==> src/design/mfau_pkg.sv <==
// ----------------------------------------------------------------------------
// mfau_pkg
// Constants and types for the motor feedback multi-turn angle unwrap.
// ----------------------------------------------------------------------------
package mfau_pkg;

  localparam int MOTORS_PER_BUS  = 7;
  localparam int BUS_COUNT       = 2;
  localparam int COUNTS_PER_TURN = 8192;
  localparam int ENTRY_COUNT     = MOTORS_PER_BUS * BUS_COUNT;

  localparam int ID_W     = 11;
  localparam int BUS_W    = 1;
  localparam int IDX_W    = 3;
  localparam int ENTRY_W  = $clog2(ENTRY_COUNT);
  localparam int ANGLE_W  = $clog2(COUNTS_PER_TURN);
  localparam int SPEED_W  = 16;
  localparam int CUR_W    = 16;
  localparam int TEMP_W   = 8;
  localparam int ROUND_W  = 16;
  localparam int TICK_W   = 32;
  localparam int TOTAL_W  = 40;
  localparam int STEP_W   = ANGLE_W + 2;

  // degrees per tick = 38805 / 2^24, total kept as Q.16 -> shift by 8
  localparam int SCALE_W     = 17;
  localparam int ANGLE_SCALE = 38805;
  localparam int SCALE_SHIFT = 8;
  localparam int PROD_W      = TICK_W + SCALE_W;

  localparam logic [ID_W-1:0] BASE_ID_RST = ID_W'(513);

  localparam logic signed [STEP_W-1:0] TURN_S = STEP_W'(COUNTS_PER_TURN);
  localparam logic signed [STEP_W-1:0] HALF_S = STEP_W'(COUNTS_PER_TURN / 2);

  localparam logic signed [ROUND_W-1:0] ROUND_MAX = {1'b0, {(ROUND_W-1){1'b1}}};
  localparam logic signed [ROUND_W-1:0] ROUND_MIN = {1'b1, {(ROUND_W-1){1'b0}}};

  localparam int QUEUE_DEPTH = 4;
  localparam int QPTR_W      = $clog2(QUEUE_DEPTH);

  // One classified frame waiting for the unwrap stage
  typedef struct packed {
    logic [BUS_W-1:0]          bus;
    logic [IDX_W-1:0]          motor_index;
    logic [ENTRY_W-1:0]        entry;
    logic [ANGLE_W-1:0]        angle;
    logic signed [SPEED_W-1:0] speed;
    logic [CUR_W-1:0]          current;
    logic [TEMP_W-1:0]         temp;
  } mfau_item_t;

  // Front to queue push request
  typedef struct packed {
    logic       valid;
    mfau_item_t item;
  } mfau_push_t;

  // Queue to back head status
  typedef struct packed {
    logic       valid;
    mfau_item_t item;
  } mfau_head_t;

endpackage

==> src/design/mfau_if.sv <==
// ----------------------------------------------------------------------------
// mfau channel interfaces
// Valid/ready channels for feedback frames, results and the base id write.
// ----------------------------------------------------------------------------
interface mfau_in_if import mfau_pkg::*; ();
  logic                      valid;
  logic                      ready;
  logic [BUS_W-1:0]          bus;
  logic [ID_W-1:0]           frame_id;
  logic [ANGLE_W-1:0]        angle_raw;
  logic signed [SPEED_W-1:0] speed_raw;
  logic [CUR_W-1:0]          current_raw;
  logic [TEMP_W-1:0]         temperature;

  modport source (output valid, bus, frame_id, angle_raw, speed_raw, current_raw,
                  temperature, input ready);
  modport sink   (input valid, bus, frame_id, angle_raw, speed_raw, current_raw,
                  temperature, output ready);
endinterface

interface mfau_out_if import mfau_pkg::*; ();
  logic                      valid;
  logic                      ready;
  logic [BUS_W-1:0]          out_bus;
  logic [IDX_W-1:0]          motor_index;
  logic [ANGLE_W-1:0]        angle;
  logic signed [SPEED_W-1:0] rotor_speed;
  logic [CUR_W-1:0]          current_code;
  logic [TEMP_W-1:0]         motor_temp;
  logic signed [ROUND_W-1:0] round_count;
  logic signed [TOTAL_W-1:0] shaft_angle;

  modport source (output valid, out_bus, motor_index, angle, rotor_speed, current_code,
                  motor_temp, round_count, shaft_angle, input ready);
  modport sink   (input valid, out_bus, motor_index, angle, rotor_speed, current_code,
                  motor_temp, round_count, shaft_angle, output ready);
endinterface

interface mfau_cfg_if import mfau_pkg::*; ();
  logic            valid;
  logic            ready;
  logic [ID_W-1:0] base_id;

  modport source (output valid, base_id, input ready);
  modport sink   (input valid, base_id, output ready);
endinterface

==> src/design/mfau_front.sv <==
// ----------------------------------------------------------------------------
// mfau_front
// Holds base_id, matches frame ids to a motor entry, pushes matches to queue.
// ----------------------------------------------------------------------------
module mfau_front import mfau_pkg::*; (
  input  logic        clk,
  input  logic        rst_n,
  mfau_in_if.sink     in_ch,
  mfau_cfg_if.sink    cfg_ch,
  input  logic        q_full,
  output mfau_push_t  push
);

  logic [ID_W-1:0] base_id_r;
  logic [ID_W:0]   id_diff;
  logic            id_hit;
  logic            bus_hit;

  assign cfg_ch.ready = 1'b1;

  always_ff @(posedge clk) begin
    if (!rst_n) begin
      base_id_r <= BASE_ID_RST;
    end else if (cfg_ch.valid) begin
      base_id_r <= cfg_ch.base_id;
    end
  end

  // borrow bit set means frame_id below base
  assign id_diff = {1'b0, in_ch.frame_id} - {1'b0, base_id_r};
  assign id_hit  = !id_diff[ID_W] && (32'(id_diff[ID_W-1:0]) < MOTORS_PER_BUS);
  assign bus_hit = 32'(in_ch.bus) < BUS_COUNT;

  // unmatched frames are taken and dropped
  assign in_ch.ready = !q_full;

  always_comb begin
    push.valid            = in_ch.valid && !q_full && id_hit && bus_hit;
    push.item.bus         = in_ch.bus;
    push.item.motor_index = id_diff[IDX_W-1:0];
    push.item.entry       = ENTRY_W'(in_ch.bus) * ENTRY_W'(MOTORS_PER_BUS)
                          + ENTRY_W'(id_diff[IDX_W-1:0]);
    push.item.angle       = in_ch.angle_raw;
    push.item.speed       = in_ch.speed_raw;
    push.item.current     = in_ch.current_raw;
    push.item.temp        = in_ch.temperature;
  end

endmodule

==> src/design/mfau_queue.sv <==
// ----------------------------------------------------------------------------
// mfau_queue
// Short FIFO of classified frames between front and back.
// ----------------------------------------------------------------------------
module mfau_queue import mfau_pkg::*; (
  input  logic       clk,
  input  logic       rst_n,
  input  mfau_push_t push,
  input  logic       pop,
  output logic       full,
  output mfau_head_t head
);

  mfau_item_t        slot_r [QUEUE_DEPTH];
  logic [QPTR_W-1:0] wr_ptr_r;
  logic [QPTR_W-1:0] rd_ptr_r;
  logic [QPTR_W:0]   count_r;
  logic              do_pop;

  assign full       = (32'(count_r) == QUEUE_DEPTH);
  assign head.valid = (count_r != '0);
  assign head.item  = slot_r[rd_ptr_r];
  assign do_pop     = pop && head.valid;

  always_ff @(posedge clk) begin
    if (push.valid) begin
      slot_r[wr_ptr_r] <= push.item;
    end
  end

  always_ff @(posedge clk) begin
    if (!rst_n) begin
      wr_ptr_r <= '0;
      rd_ptr_r <= '0;
      count_r  <= '0;
    end else begin
      if (push.valid) begin
        wr_ptr_r <= wr_ptr_r + 1'b1;
      end
      if (do_pop) begin
        rd_ptr_r <= rd_ptr_r + 1'b1;
      end
      if (push.valid && !do_pop) begin
        count_r <= count_r + 1'b1;
      end else if (!push.valid && do_pop) begin
        count_r <= count_r - 1'b1;
      end
    end
  end

endmodule

==> src/design/mfau_back.sv <==
// ----------------------------------------------------------------------------
// mfau_back
// Per-motor unwrap and tick update, then angle scaling into the result register.
// ----------------------------------------------------------------------------
module mfau_back import mfau_pkg::*; (
  input  logic       clk,
  input  logic       rst_n,
  input  mfau_head_t head,
  output logic       pop,
  mfau_out_if.source out_ch
);

  // per-motor state
  logic [ANGLE_W-1:0]        prev_angle_r [ENTRY_COUNT];
  logic signed [ROUND_W-1:0] wrap_cnt_r   [ENTRY_COUNT];
  logic signed [TICK_W-1:0]  tick_tot_r   [ENTRY_COUNT];

  // unwrap stage
  logic signed [STEP_W-1:0]  diff;
  logic signed [STEP_W-1:0]  step;
  logic                      fwd_wrap;
  logic                      back_wrap;
  logic signed [ROUND_W-1:0] wrap_old;
  logic signed [ROUND_W-1:0] wrap_nxt;
  logic signed [TICK_W:0]    tick_sum;
  logic signed [TICK_W-1:0]  tick_nxt;

  // scale stage
  logic                      s2_valid_r;
  mfau_item_t                s2_item_r;
  logic signed [ROUND_W-1:0] s2_wrap_r;
  logic signed [TICK_W-1:0]  s2_tick_r;
  logic signed [PROD_W-1:0]  prod;

  // result register
  logic                      out_valid_r;
  mfau_item_t                out_item_r;
  logic signed [ROUND_W-1:0] out_wrap_r;
  logic signed [TOTAL_W-1:0] out_total_r;

  logic out_load;
  logic s2_free;

  assign out_load = s2_valid_r && (!out_valid_r || out_ch.ready);
  assign s2_free  = !s2_valid_r || out_load;
  assign pop      = head.valid && s2_free;

  // shorter step across the wrap, ties keep the direct difference
  always_comb begin
    diff      = $signed(STEP_W'(head.item.angle))
              - $signed(STEP_W'(prev_angle_r[head.item.entry]));
    fwd_wrap  = diff < -HALF_S;
    back_wrap = diff > HALF_S;
    wrap_old  = wrap_cnt_r[head.item.entry];
    step      = diff;
    wrap_nxt  = wrap_old;
    if (fwd_wrap) begin
      step = diff + TURN_S;
      if (wrap_old != ROUND_MAX) wrap_nxt = wrap_old + ROUND_W'(1);
    end else if (back_wrap) begin
      step = diff - TURN_S;
      if (wrap_old != ROUND_MIN) wrap_nxt = wrap_old - ROUND_W'(1);
    end
    tick_sum = (TICK_W+1)'(tick_tot_r[head.item.entry]) + (TICK_W+1)'(step);
    if (tick_sum[TICK_W] != tick_sum[TICK_W-1]) begin
      tick_nxt = {tick_sum[TICK_W], {(TICK_W-1){~tick_sum[TICK_W]}}};
    end else begin
      tick_nxt = tick_sum[TICK_W-1:0];
    end
  end

  always_ff @(posedge clk) begin
    if (!rst_n) begin
      for (int k = 0; k < ENTRY_COUNT; k++) begin
        prev_angle_r[k] <= '0;
        wrap_cnt_r[k]   <= '0;
        tick_tot_r[k]   <= '0;
      end
    end else if (pop) begin
      prev_angle_r[head.item.entry] <= head.item.angle;
      wrap_cnt_r[head.item.entry]   <= wrap_nxt;
      tick_tot_r[head.item.entry]   <= tick_nxt;
    end
  end

  // ticks * 38805 >>> 8, arithmetic shift gives the floor
  assign prod = $signed(PROD_W'(s2_tick_r)) * $signed(PROD_W'(ANGLE_SCALE));

  always_ff @(posedge clk) begin
    if (pop) begin
      s2_item_r <= head.item;
      s2_wrap_r <= wrap_nxt;
      s2_tick_r <= tick_nxt;
    end
    if (out_load) begin
      out_item_r  <= s2_item_r;
      out_wrap_r  <= s2_wrap_r;
      out_total_r <= prod[SCALE_SHIFT +: TOTAL_W];
    end
  end

  always_ff @(posedge clk) begin
    if (!rst_n) begin
      s2_valid_r  <= 1'b0;
      out_valid_r <= 1'b0;
    end else begin
      if (pop) begin
        s2_valid_r <= 1'b1;
      end else if (out_load) begin
        s2_valid_r <= 1'b0;
      end
      if (out_load) begin
        out_valid_r <= 1'b1;
      end else if (out_ch.ready) begin
        out_valid_r <= 1'b0;
      end
    end
  end

  assign out_ch.valid        = out_valid_r;
  assign out_ch.out_bus      = out_item_r.bus;
  assign out_ch.motor_index  = out_item_r.motor_index;
  assign out_ch.angle        = out_item_r.angle;
  assign out_ch.rotor_speed  = out_item_r.speed;
  assign out_ch.current_code = out_item_r.current;
  assign out_ch.motor_temp   = out_item_r.temp;
  assign out_ch.round_count  = out_wrap_r;
  assign out_ch.shaft_angle  = out_total_r;

endmodule

==> src/design/motor_feedback_angle_unwrap.sv <==
// ----------------------------------------------------------------------------
// motor_feedback_angle_unwrap
// Multi-turn angle tracking for up to 2 x 7 motors from feedback frames.
// ----------------------------------------------------------------------------
// Takes one decoded feedback frame per transfer on in_ch and, when its
// identifier falls in base_id .. base_id+6, returns one result on out_ch for
// that motor: the raw fields passed through, a saturating wrap count and the
// accumulated shaft angle in degrees as signed Q.16 (ticks * 38805 >>> 8).
// Frames outside the window are taken and dropped without a result. The block
// takes one frame per clock for as long as its four-entry queue has room; a
// matching frame's result passes through the queue, the per-motor state
// update into the scale stage register and the scaling multiplier into the
// result register, and out_ch back-pressure can stall it. base_id must be
// written on cfg_ch by the user only while the block is idle; the block does
// not enforce this. Reset sets it to 513 and clears all per-motor state.
// ----------------------------------------------------------------------------
module motor_feedback_angle_unwrap import mfau_pkg::*; (
  input  logic       clk,
  input  logic       rst_n,
  mfau_in_if.sink    in_ch,
  mfau_cfg_if.sink   cfg_ch,
  mfau_out_if.source out_ch
);

  mfau_push_t push;   // classified frame into the queue
  mfau_head_t head;   // oldest queued frame
  logic       q_full;
  logic       pop;

  // Front: base id register, window match, entry select.
  mfau_front u_front (
    .clk    (clk),
    .rst_n  (rst_n),
    .in_ch  (in_ch),
    .cfg_ch (cfg_ch),
    .q_full (q_full),
    .push   (push)
  );

  // Decouples frame intake from output back-pressure.
  mfau_queue u_queue (
    .clk   (clk),
    .rst_n (rst_n),
    .push  (push),
    .pop   (pop),
    .full  (q_full),
    .head  (head)
  );

  // Back: read-modify-write of the motor entry, then scaling into the
  // result register. Back-to-back frames for the same motor see the
  // update of the previous one since the write lands at the pop edge.
  mfau_back u_back (
    .clk    (clk),
    .rst_n  (rst_n),
    .head   (head),
    .pop    (pop),
    .out_ch (out_ch)
  );

endmodule

==> src/flat_wrapper.sv <==
// flat-port wrapper written by rule: the top's interface ports become plain ports
module motor_feedback_angle_unwrap_flat import mfau_pkg::*;
  (clk, rst_n, in_ch_valid, in_ch_bus, in_ch_frame_id, in_ch_angle_raw, in_ch_speed_raw, in_ch_current_raw, in_ch_temperature, in_ch_ready, cfg_ch_valid, cfg_ch_base_id, cfg_ch_ready, out_ch_valid, out_ch_out_bus, out_ch_motor_index, out_ch_angle, out_ch_rotor_speed, out_ch_current_code, out_ch_motor_temp, out_ch_round_count, out_ch_shaft_angle, out_ch_ready);
  mfau_in_if in_ch_i ();
  mfau_cfg_if cfg_ch_i ();
  mfau_out_if out_ch_i ();
  input  logic clk;
  input  logic rst_n;
  input wire logic [$bits(in_ch_i.valid)-1:0] in_ch_valid;
  input wire logic [$bits(in_ch_i.bus)-1:0] in_ch_bus;
  input wire logic [$bits(in_ch_i.frame_id)-1:0] in_ch_frame_id;
  input wire logic [$bits(in_ch_i.angle_raw)-1:0] in_ch_angle_raw;
  input wire logic [$bits(in_ch_i.speed_raw)-1:0] in_ch_speed_raw;
  input wire logic [$bits(in_ch_i.current_raw)-1:0] in_ch_current_raw;
  input wire logic [$bits(in_ch_i.temperature)-1:0] in_ch_temperature;
  output wire logic [$bits(in_ch_i.ready)-1:0] in_ch_ready;
  input wire logic [$bits(cfg_ch_i.valid)-1:0] cfg_ch_valid;
  input wire logic [$bits(cfg_ch_i.base_id)-1:0] cfg_ch_base_id;
  output wire logic [$bits(cfg_ch_i.ready)-1:0] cfg_ch_ready;
  output wire logic [$bits(out_ch_i.valid)-1:0] out_ch_valid;
  output wire logic [$bits(out_ch_i.out_bus)-1:0] out_ch_out_bus;
  output wire logic [$bits(out_ch_i.motor_index)-1:0] out_ch_motor_index;
  output wire logic [$bits(out_ch_i.angle)-1:0] out_ch_angle;
  output wire logic [$bits(out_ch_i.rotor_speed)-1:0] out_ch_rotor_speed;
  output wire logic [$bits(out_ch_i.current_code)-1:0] out_ch_current_code;
  output wire logic [$bits(out_ch_i.motor_temp)-1:0] out_ch_motor_temp;
  output wire logic [$bits(out_ch_i.round_count)-1:0] out_ch_round_count;
  output wire logic [$bits(out_ch_i.shaft_angle)-1:0] out_ch_shaft_angle;
  input wire logic [$bits(out_ch_i.ready)-1:0] out_ch_ready;
  assign in_ch_i.valid = in_ch_valid;
  assign in_ch_i.bus = in_ch_bus;
  assign in_ch_i.frame_id = in_ch_frame_id;
  assign in_ch_i.angle_raw = in_ch_angle_raw;
  assign in_ch_i.speed_raw = in_ch_speed_raw;
  assign in_ch_i.current_raw = in_ch_current_raw;
  assign in_ch_i.temperature = in_ch_temperature;
  assign in_ch_ready = in_ch_i.ready;
  assign cfg_ch_i.valid = cfg_ch_valid;
  assign cfg_ch_i.base_id = cfg_ch_base_id;
  assign cfg_ch_ready = cfg_ch_i.ready;
  assign out_ch_valid = out_ch_i.valid;
  assign out_ch_out_bus = out_ch_i.out_bus;
  assign out_ch_motor_index = out_ch_i.motor_index;
  assign out_ch_angle = out_ch_i.angle;
  assign out_ch_rotor_speed = out_ch_i.rotor_speed;
  assign out_ch_current_code = out_ch_i.current_code;
  assign out_ch_motor_temp = out_ch_i.motor_temp;
  assign out_ch_round_count = out_ch_i.round_count;
  assign out_ch_shaft_angle = out_ch_i.shaft_angle;
  assign out_ch_i.ready = out_ch_ready;
  motor_feedback_angle_unwrap u_core (.clk(clk), .rst_n(rst_n), .in_ch(in_ch_i), .cfg_ch(cfg_ch_i), .out_ch(out_ch_i));
endmodule
==> config.mk <==
export PLATFORM = sky130hd
export DESIGN_NAME = motor_feedback_angle_unwrap_flat
export DESIGN_NICKNAME = d
export VERILOG_FILES = /design/src/design/mfau_pkg.sv /design/src/design/mfau_if.sv /design/src/design/mfau_front.sv /design/src/design/mfau_queue.sv /design/src/design/mfau_back.sv /design/src/design/motor_feedback_angle_unwrap.sv /design/src/flat_wrapper.sv
export SDC_FILE = /design/constraint.sdc
export NUM_CORES = 2
export LEC_CHECK = 0
export BUFFER_PORTS_ARGS = -buffer_cell sky130_fd_sc_hd__buf_2
export CELL_PAD_IN_SITES_DETAIL_PLACEMENT = 0
export CELL_PAD_IN_SITES_GLOBAL_PLACEMENT = 1
export CORE_UTILIZATION = 31
export DETAILED_ROUTE_END_ITERATION = 7
export PLACE_DENSITY = 0.62
export SYNTH_ARGS = -nofsm -noshare
export SYNTH_HDL_FRONTEND = slang
export SYNTH_SLANG_ARGS = --single-unit
==> constraint.sdc <==
create_clock -name clk -period 28.8 [get_ports clk]
set_input_delay 2.88 -clock clk [delete_from_list [all_inputs] [get_ports clk]]
set_output_delay 2.88 -clock clk [all_outputs]
set_load 0.02 [all_outputs]
==> run metrics <==
proportion of synthesized chip area in sequential cells=60.5%; slew of the pin with the lowest slew margin=1.34 ns; worst slew slack as a fraction of its limit=10.3%; number of synthesized flops with an enable pin=1,438; Worst Path Arrival=13.33 ns; number of placed I/O pins=197; worst min-delay path class=register to register; most instantiated library cell after synthesis=sky130_fd_sc_hd__edfxtp_1; total of buffers placed on input and output ports=195; Required @ worst endpoint=29.26 ns; final design utilization=35.4%; total of fill cells in the finished design=22,100; WS Path Type=register to register; DRC=0; combined global-route utilization of all metal layers=16.4%; category of the worst setup path launch point=register; number of clock buffers inserted by TritonCTS=158; cell repeated most along the worst path=sky130_fd_sc_hd__a21oi_1; Clock Pin Slew Worst Setup and Hold Paths=0.06 ns; Yosys warnings=0; slowest CP cell=sky130_fd_sc_hd__buf_4; number of gates resized after CTS=0; total number of placement rows=176; period utilisation layout=44.7%; most frequent cells after synthesis=1,438 x sky130_fd_sc_hd__edfxtp_1, 743 x sky130_fd_sc_hd__nor2_1, 435 x sky130_fd_sc_hd__inv_1; depth of the CTS H-tree=4; initial antenna violation count=24; Max Freq=0.0777 GHz; first-pass GRT wire length=289 mm; overall routed net length=193 mm; Tmin final=12.87 ns; buffer cell driving the clock tree root=sky130_fd_sc_hd__clkbuf_16; Yosys top cell by area=sky130_fd_sc_hd__edfxtp_1; count of different cell masters after synthesis=91; number of slew-limit violations in the final report=0; cell depth of the worst hold path=0; area share of the leading cell type in the synthesized netlist=59.9%; synthesized flop and latch total=1,460; number of failing hold endpoints at the final stage=0; path depth of the worst reg2reg path=28; number of nets in the layout=5,823; clock buffer depth=3; signed area change from the synthesized netlist to the final layout=13.2%; Die X=484 um; run status=completed; average cell area after synthesis=14.2 um2; Setup-failing EPs final=0; synthesized netlist net count=5,687; critical path endpoint category=register; average wire per standard cell=23.0 um; RSZ-0062 raised after global routing=no; number of DRC markers in iteration 0=3,364; max-capacitance violation count=0; total global routing overflow=0; insertion delay to the later sink of the worst-skew pair=0.83 ns; Post-Synthesis Cells=5,086; hold path startpoint=u_core.u_back.s2_item_r[49]; Fin Setup TNS=0 ns; effective utilization at floorplan=31.3%; Num Clock Sinks=1,460; Final ANT Viol Nets=0; most common flop cell mapped by yosys=sky130_fd_sc_hd__edfxtp_1; gp weighted congestion=0.800; Chip Height=484 um; total iterations of the first detailed-routing run=5; post-route worst setup slack=15.93 ns; Setup Buffers After CTS=0; maximum net fanout on the critical path=120; via count of the first global-routing pass=43,800; count of hold buffers inserted by post-cts repair=0; delay of the slowest critical-path stage=1.06 ns; synth top area cells=sky130_fd_sc_hd__edfxtp_1 60%, sky130_fd_sc_hd__mux4_2 7.9%, sky130_fd_sc_hd__fa_1 6.1%; vias per inst=5.02; placeable core region=231,000 um2; setup skew after layout=0.0809 ns; cell area after technology mapping=72,100 um2; HPWL after detailed placement=112 mm; Via Count=42,100; area enclosed by the die boundary=235,000 um2; Post-Place Setup Slack=16.07 ns; fraction of registers with async set/reset=0%; largest net degree at the start of global routing=121; share of final-layout standard cells stronger than drive strength 1=16.2%; clock tree from TritonCTS=built
per-layer routing:
metal | vias to the layer above | routed length [um] | global-route usage, %
met5 | - | 241 | 0
met4 | 36 | 3360 | 3.43
met3 | 269 | 14300 | 4.03
met2 | 1284 | 92100 | 27.0
met1 | 21800 | 83000 | 21.8
li1 | 18700 | - | -
logic make-up (layout without fill, tap and decap cells):
group | Yosys count | count (layout) | synth area share [%]
mux | 432 | 432 | 10.4
flops | 1460 | 1460 | 60.5
simple gates | 1428 | 1428 | 8.43
fa+ha+maj | 535 | 535 | 11.5
xor+xnor | 101 | 101 | 1.31
buf+inv | 744 | 1007 | 4.20
compound gates | 385 | 385 | 3.67
other cells | 1 | 6 | 0.00520
critical path, delay by kind of cell (launching register included):
kind | cells | cell delay, ns
muxes | 2 | 1.54
DFF | 1 | 0.69
and+or+nand+nor | 5 | 1.76
adders and majority gates | 2 | 0.86
buffers and inverters | 4 | 3.05
AOI/OAI and AO/OA | 15 | 4.31
path summary, 6_finish.rpt:
kind / end / slack [ns]
max reg2reg: u_core.u_back.tick_tot_r[14][10] / 15.93
max: u_core.u_back.tick_tot_r[14][10] / 15.93
min reg2reg: u_core.u_back.out_ch.angle[9] / 0.41
min: u_core.u_back.out_ch.angle[9] / 0.41
registers in the layout (all words and copies together) (netlist names), 32 cells and up, named ones only:
name / flops
u_core.u_back.tick_tot_r: 512
u_core.u_back.wrap_cnt_r: 256
u_core.u_queue.slot_r: 244
u_core.u_back.prev_angle_r: 208
u_core.u_back.s2_item_r: 57
u_core.u_back.out_ch.shaft_angle: 40
u_core.u_back.s2_tick_r: 32
cells in the final DEF, fill, tap and decap left out, types with 10 or more instances in the layout:
master,n
sky130_fd_sc_hd__mux4_2,249
sky130_fd_sc_hd__a31oi_1,39
sky130_fd_sc_hd__nor2_1,743
sky130_fd_sc_hd__a21o_1,39
sky130_fd_sc_hd__clkbuf_1,35
sky130_fd_sc_hd__o21ai_1,17
sky130_fd_sc_hd__clkinv_2,20
sky130_fd_sc_hd__and3_1,33
sky130_fd_sc_hd__edfxtp_1,1438
sky130_fd_sc_hd__mux2i_1,156
sky130_fd_sc_hd__mux2_2,23
sky130_fd_sc_hd__clkinv_1,35
sky130_fd_sc_hd__clkbuf_16,159
sky130_fd_sc_hd__fa_1,219
sky130_fd_sc_hd__xnor2_1,55
sky130_fd_sc_hd__and2_1,19
sky130_fd_sc_hd__or3_1,10
sky130_fd_sc_hd__clkinv_16,12
sky130_fd_sc_hd__o211ai_1,15
sky130_fd_sc_hd__buf_2,195
sky130_fd_sc_hd__a211oi_1,17
sky130_fd_sc_hd__inv_1,435
sky130_fd_sc_hd__nand4_1,11
sky130_fd_sc_hd__nand2_1,249
sky130_fd_sc_hd__a21oi_1,93
sky130_fd_sc_hd__nor2b_1,31
sky130_fd_sc_hd__buf_4,78
sky130_fd_sc_hd__xor2_1,38
sky130_fd_sc_hd__nand3_1,17
sky130_fd_sc_hd__nand2_4,27
sky130_fd_sc_hd__a21oi_2,12
sky130_fd_sc_hd__ha_1,301
sky130_fd_sc_hd__bufinv_16,12
sky130_fd_sc_hd__nor3_1,244
sky130_fd_sc_hd__dfxtp_1,20
sky130_fd_sc_hd__o21a_1,15
sky130_fd_sc_hd__o21ai_0,31
area by class of cell:
cell class / instances / area (um2) / area share [%]
Timing Repair Buffer: 277 / 1640 / 2.01
Clock buffer: 194 / 4110 / 5.03
Tap cell: 3026 / 3790 / 4.63
Inverter: 443 / 1660 / 2.04
Antenna cell: 5 / 12.5 / 0.0153
Sequential cell: 1460 / 43600 / 53.4
Multi-Input combinational cell: 2882 / 25800 / 31.6
Clock inverter: 93 / 1070 / 1.31
through the flow:
| step | instance area, um2 | cells | hold slack [ns] |
|---|---|---|---|
| 2_1_floorplan | 72100 | 5086 | 0.400 |
| 3_3_place_gp | 76500 | 8088 | 0.403 |
| 3_5_place_dp | 76500 | 8088 | 0.405 |
| 4_1_cts | 81700 | 8375 | 0.408 |
| 5_1_grt | 81700 | 8376 | 0.417 |
| 6_report | 81700 | 8380 | 0.409 |
Power is not shown: default switching activity piles up to over one toggle a cycle in this logic, so the estimate is an artifact.
